File: src/design/skit_pkg.sv
// Package for the sorted key insert table: field widths, request and status codes,
// the sequencer state type and the control bundle broadcast to the cell chain.
// No dependencies.
package skit_pkg;

    localparam int KEY_W   = 44;
    localparam int YEAR_W  = 12;
    localparam int IDX_W   = 6;
    localparam int CNT_W   = 7;
    localparam int STAT_W  = 2;
    localparam int S_DATA_W = 64;
    localparam int M_DATA_W = 72;

    localparam logic ACT_INSERT = 1'b0;
    localparam logic ACT_READ   = 1'b1;

    localparam logic [STAT_W-1:0] STAT_OK    = 2'd0;
    localparam logic [STAT_W-1:0] STAT_FULL  = 2'd1;
    localparam logic [STAT_W-1:0] STAT_RANGE = 2'd2;

    typedef enum logic [1:0] {
        ST_IDLE,
        ST_CMP,
        ST_EXEC
    } t_state;

    typedef struct packed {
        logic              cmp_en;
        logic              shift_en;
        logic [KEY_W-1:0]  key;
        logic [YEAR_W-1:0] year;
    } t_cell_ctrl;

endpackage

File: src/design/skit_cell.sv
// One storage cell of the sorted chain: holds one key and year and decides
// locally whether it takes the new record or its left neighbour's record.
// Depends on skit_pkg.
module skit_cell (
    input  logic                        i_clk,
    input  skit_pkg::t_cell_ctrl        i_ctrl,
    input  logic                        i_occ,
    input  logic                        i_left_take,
    input  logic [skit_pkg::KEY_W-1:0]  i_left_key,
    input  logic [skit_pkg::YEAR_W-1:0] i_left_year,
    output logic                        o_take,
    output logic [skit_pkg::KEY_W-1:0]  o_key,
    output logic [skit_pkg::YEAR_W-1:0] o_year
);

    logic                        r_take;
    logic [skit_pkg::KEY_W-1:0]  r_key;
    logic [skit_pkg::YEAR_W-1:0] r_year;

    // An empty cell, or one whose key is strictly greater, lies behind the insertion point.
    always_ff @(posedge i_clk) begin
        if (i_ctrl.cmp_en) begin
            r_take <= !i_occ || (r_key > i_ctrl.key);
        end
        if (i_ctrl.shift_en && r_take) begin
            if (i_left_take) begin
                r_key  <= i_left_key;
                r_year <= i_left_year;
            end else begin
                r_key  <= i_ctrl.key;
                r_year <= i_ctrl.year;
            end
        end
    end

    assign o_take = r_take;
    assign o_key  = r_key;
    assign o_year = r_year;

endmodule

File: config.mk
export PLATFORM = sky130hd
export DESIGN_NAME = skit_cell
export DESIGN_NICKNAME = d
export VERILOG_FILES = /design/src/design/skit_pkg.sv /design/src/design/skit_cell.sv
export SDC_FILE = /design/constraint.sdc
export NUM_CORES = 1
export LEC_CHECK = 0
export ABC_CLOCK_PERIOD_IN_PS = 2200
export BUFFER_PORTS_ARGS = -buffer_cell sky130_fd_sc_hd__buf_2
export CAP_MARGIN = 20
export CORE_UTILIZATION = 42
export CTS_CLUSTER_SIZE = 40
export DETAILED_ROUTE_END_ITERATION = 10
export PLACE_DENSITY = 0.83
export SLEW_MARGIN = 20
export SYNTH_ARGS = -nofsm -noshare
export SYNTH_HDL_FRONTEND = slang
export SYNTH_SLANG_ARGS = --single-unit
File: constraint.sdc
create_clock -name i_clk -period 2.2 [get_ports i_clk]
set_input_delay 0.11 -clock i_clk [delete_from_list [all_inputs] [get_ports i_clk]]
set_output_delay 0.11 -clock i_clk [all_outputs]
set_load 0.03 [all_outputs]
==> results.py <==
metrics = {
    "timing": {
        "rsz0062_at_grt": "true",
        "timing.final.crit_share_pct": 96.6,
        "setup_violations": 0,
        "period_needed_ps": 2130,
        "finalHoldViolCount": 0,
        "fmax_mhz": 470,
        "tightest_slew_ps": 482,
        "fin_skew_ps": 6.04,
        "relSlewSlack_pct": 67.1,
        "drv_slew": 0,
        "final.setup.worst_slack_ps": 74.2,
    },
    "logic_synthesis": {
        "ys_seq_elements": 57,
        "synth_area_per_cell_um2": 10.7,
        "yosysUniqueCellTypes": 34,
        "synth_top_area_share_pct": 49.7,
        "async_reset_ff_share_pct": 0,
        "syn-instance-count": 322,
        "ys_top_cells_by_count": "57 x edfxtp_1, 51 x nand2_1, 47 x o21ai_0",
        "synth_nets": 483,
        "yosysMostFrequentCell": "edfxtp_1",
        "ys.flop_type": "edfxtp_1",
        "ys_top_cells_by_area": "edfxtp_1 50%, ha_1 16%, o21ai_0 6.8%",
        "synth_edf_count": 57,
        "yosysSeqAreaShare_pct": 49.7,
        "synth_area_um2": 3450,
        "ys_warn_count": 0,
        "yosysTopAreaCell": "edfxtp_1",
    },
    "power": {
        "finalPower_w": 0.00289,
        "power_density_nw_per_um2": 607,
        "power_frac_comb_pct": 22.5,
        "leakagePower_nw": 2.33,
        "p_int_w": 0.00206,
        "p_seq_share_pct": 45.6,
        "switchingPower_w": 0.000827,
        "ir_worst_vdd_v": 0.000356,
        "power.share.clock_pct": 31.8,
        "switching_share_pct": 28.6,
    },
    "grt": {
        "overflow": 0,
        "busiest_layer": "met2",
        "grt_pass1_wl_um": 13700,
        "grt_pass1_vias": 3080,
        "grt_antenna_before_repair": 0,
        "use_met1_pct": 24.7,
        "grtUsageMet2_pct": 34.9,
        "grt_start_max_net_pins": 57,
        "grtUsageMet3_pct": 6.16,
        "gr-usage-all-layers_pct": 20.6,
    },
    "final_layout": {
        "register_area_um2": 1710,
        "nFillCells": 688,
        "diodes": 0,
        "drive_gt1_share_pct": 43.7,
        "final_core_util_pct": 60.6,
        "layout.nets": 663,
        "multi_input_area_um2": 1630,
        "area_growth_pct": 38.1,
    },
    "detailed_routing": {
        "via_per_inst": 4.89,
        "dr.first_iter.drc_count": 97,
        "first_pass_iters": 5,
        "post-route-drc-count": 0,
        "vias": 2976,
        "finalWirelength_um": 8460,
        "ant_nets": 0,
        "wl_per_cell_um": 13.9,
    },
    "clock_network": {
        "clkTransAtPathRegs_ps": 60,
        "htreeDepth": 3,
        "root_buffer": "clkbuf_8",
        "cts_buffer_depth": 2,
        "cts_made_buffers": 9,
        "cts_sinks": 57,
        "cts_tree": "built",
        "clock_latency_ps": 320,
    },
    "flow_run": {
        "cap_violations": 0,
    },
    "floorplan": {
        "io_pins": 174,
        "die_x_um": 92.6,
        "placement_rows": 32,
        "fp.dieArea_um2": 8570,
        "dieHeight_um": 92.6,
        "coreArea_um2": 7850,
        "start_util_pct": 43.9,
    },
    "worst_setup_path": {
        "timing.rr.start": "o_key[39]",
        "cp_num_buf_inv": 0,
        "crit_start": "o_key[39]",
        "crit_path_end_kind": "register",
        "rrSetupSlack_ps": 70,
        "path_delay_family": "simple AND/OR/NAND/NOR gates",
        "startpoint_type": "register",
        "slowest_stage": "edfxtp_1",
        "max_stage_delay_ps": 430,
        "crit_chain": "ha_4 > nand3_4 > nor4_4 > nand4_1 > nand3b_4 > o32ai_2 > o311ai_1",
        "arrival_ps": 2190,
        "required_ps": 2260,
        "critPathMaxFanout": 3,
        "path_class": "reg2reg",
    },
    "placed_design": {
        "post-place-ws_ps": 13.4,
        "dp_hpwl_um": 6640,
        "port_buffers": 173,
        "routabilityCongestion": 0.859,
    },
    "hold_path": {
        "min_from": "i_left_key[29]",
        "worst_hold_path_type": "in2reg",
    },
    "outcome": {
        "status": "complete, no violations",
    },
}
==> path summary, 6_finish.rpt <==
check,cells past startpoint,to
setup reg to reg,7,o_take
hold reg to reg,3,o_take
setup / recovery,7,o_take
hold / removal,3,o_key[29]
==> metal layers <==
layer	routed length, µm	vias to the layer above
met2	4070	118
li1	-	1516
met5	0	-
met3	531	16
met1	3710	1326
met4	152	0
==> layout by cell type (no fill, tap or decap), drive strengths merged <==
cell type / count
nor3: 1
a22oi: 1
o32ai: 1
a221o: 2
dlygate4sd3: 1
nor4: 2
a21o: 5
nand2: 51
nor2: 3
edfxtp: 57
o211ai: 2
nand4: 7
a2111oi: 1
buf: 179
nand3b: 1
bufinv: 1
and4: 1
mux2: 13
nor2b: 1
nand3: 3
a221oi: 1
o21ai: 47
a41o: 1
a21oi: 14
o311ai: 1
ha: 44
nand2b: 1
a31oi: 1
and2: 3
inv: 45
clkbuf: 11
a21boi: 1
clkinv: 3
==> logic make-up (layout without fill, tap and decap cells) <==
group	after synthesis	count (layout)	synth area share [%]
AOI/OAI and AO/OA	78	78	13.1
adders and majority gates	44	44	16.0
buffers and inverters	56	240	6.14
DFF	57	57	49.7
muxes	13	13	4.25
and+or+nand+nor	74	74	10.9
==> layout make-up <==
| cell class | instances | area share (%) |
|---|---|---|
| sequential | 57 | 36.0 |
| inverter | 45 | 3.55 |
| tap | 102 | 2.68 |
| timing repair buffer | 180 | 19.9 |
| clock buffer | 11 | 2.76 |
| multi-input combinational | 209 | 34.2 |
| clock inverter | 4 | 0.947 |
==> state kept, by name (all words and copies together) (netlist names) <==
signal,count
o_year,12
o_take,1
o_key,44
==> power groups by stage <==
stage	combinational, W	sequential [W]	clock, W
after floorplan	0.000260	0.00147	0
after global placement	0.000616	0.00133	0
after detailed placement	0.000634	0.00134	0
after CTS	0.000639	0.00132	0.000945
after global routing	0.000727	0.00132	0.000995
final	0.000651	0.00132	0.000920
==> worst reg2reg max path: cells and delay by family (launching register included) <==
kind            cells  cell delay (ps)
compound gates      2              370
flops               1              430
simple gates        4              740
fa+ha+maj           1              320
==> metrics by stage <==
stage	TNS [ps]	area (µm²)	hold slack [ps]	instances
after floorplan	0	3480	222	322
after global placement	0	4500	313	591
after detailed placement	0	4500	314	591
after CTS	0	4680	42.4	607
after global routing	-72.1	4760	54.2	608
final	0	4760	61.1	608
==> what timing repair did <==
action	4_1_cts	5_1_grt
gates resized for setup	0	6
endpoints found under the setup margin	0	1
endpoints found under the hold margin	1	0
setup buffers	0	1
hold buffers	1	0
No activity file was read; power rests on OpenSTA's default activity.
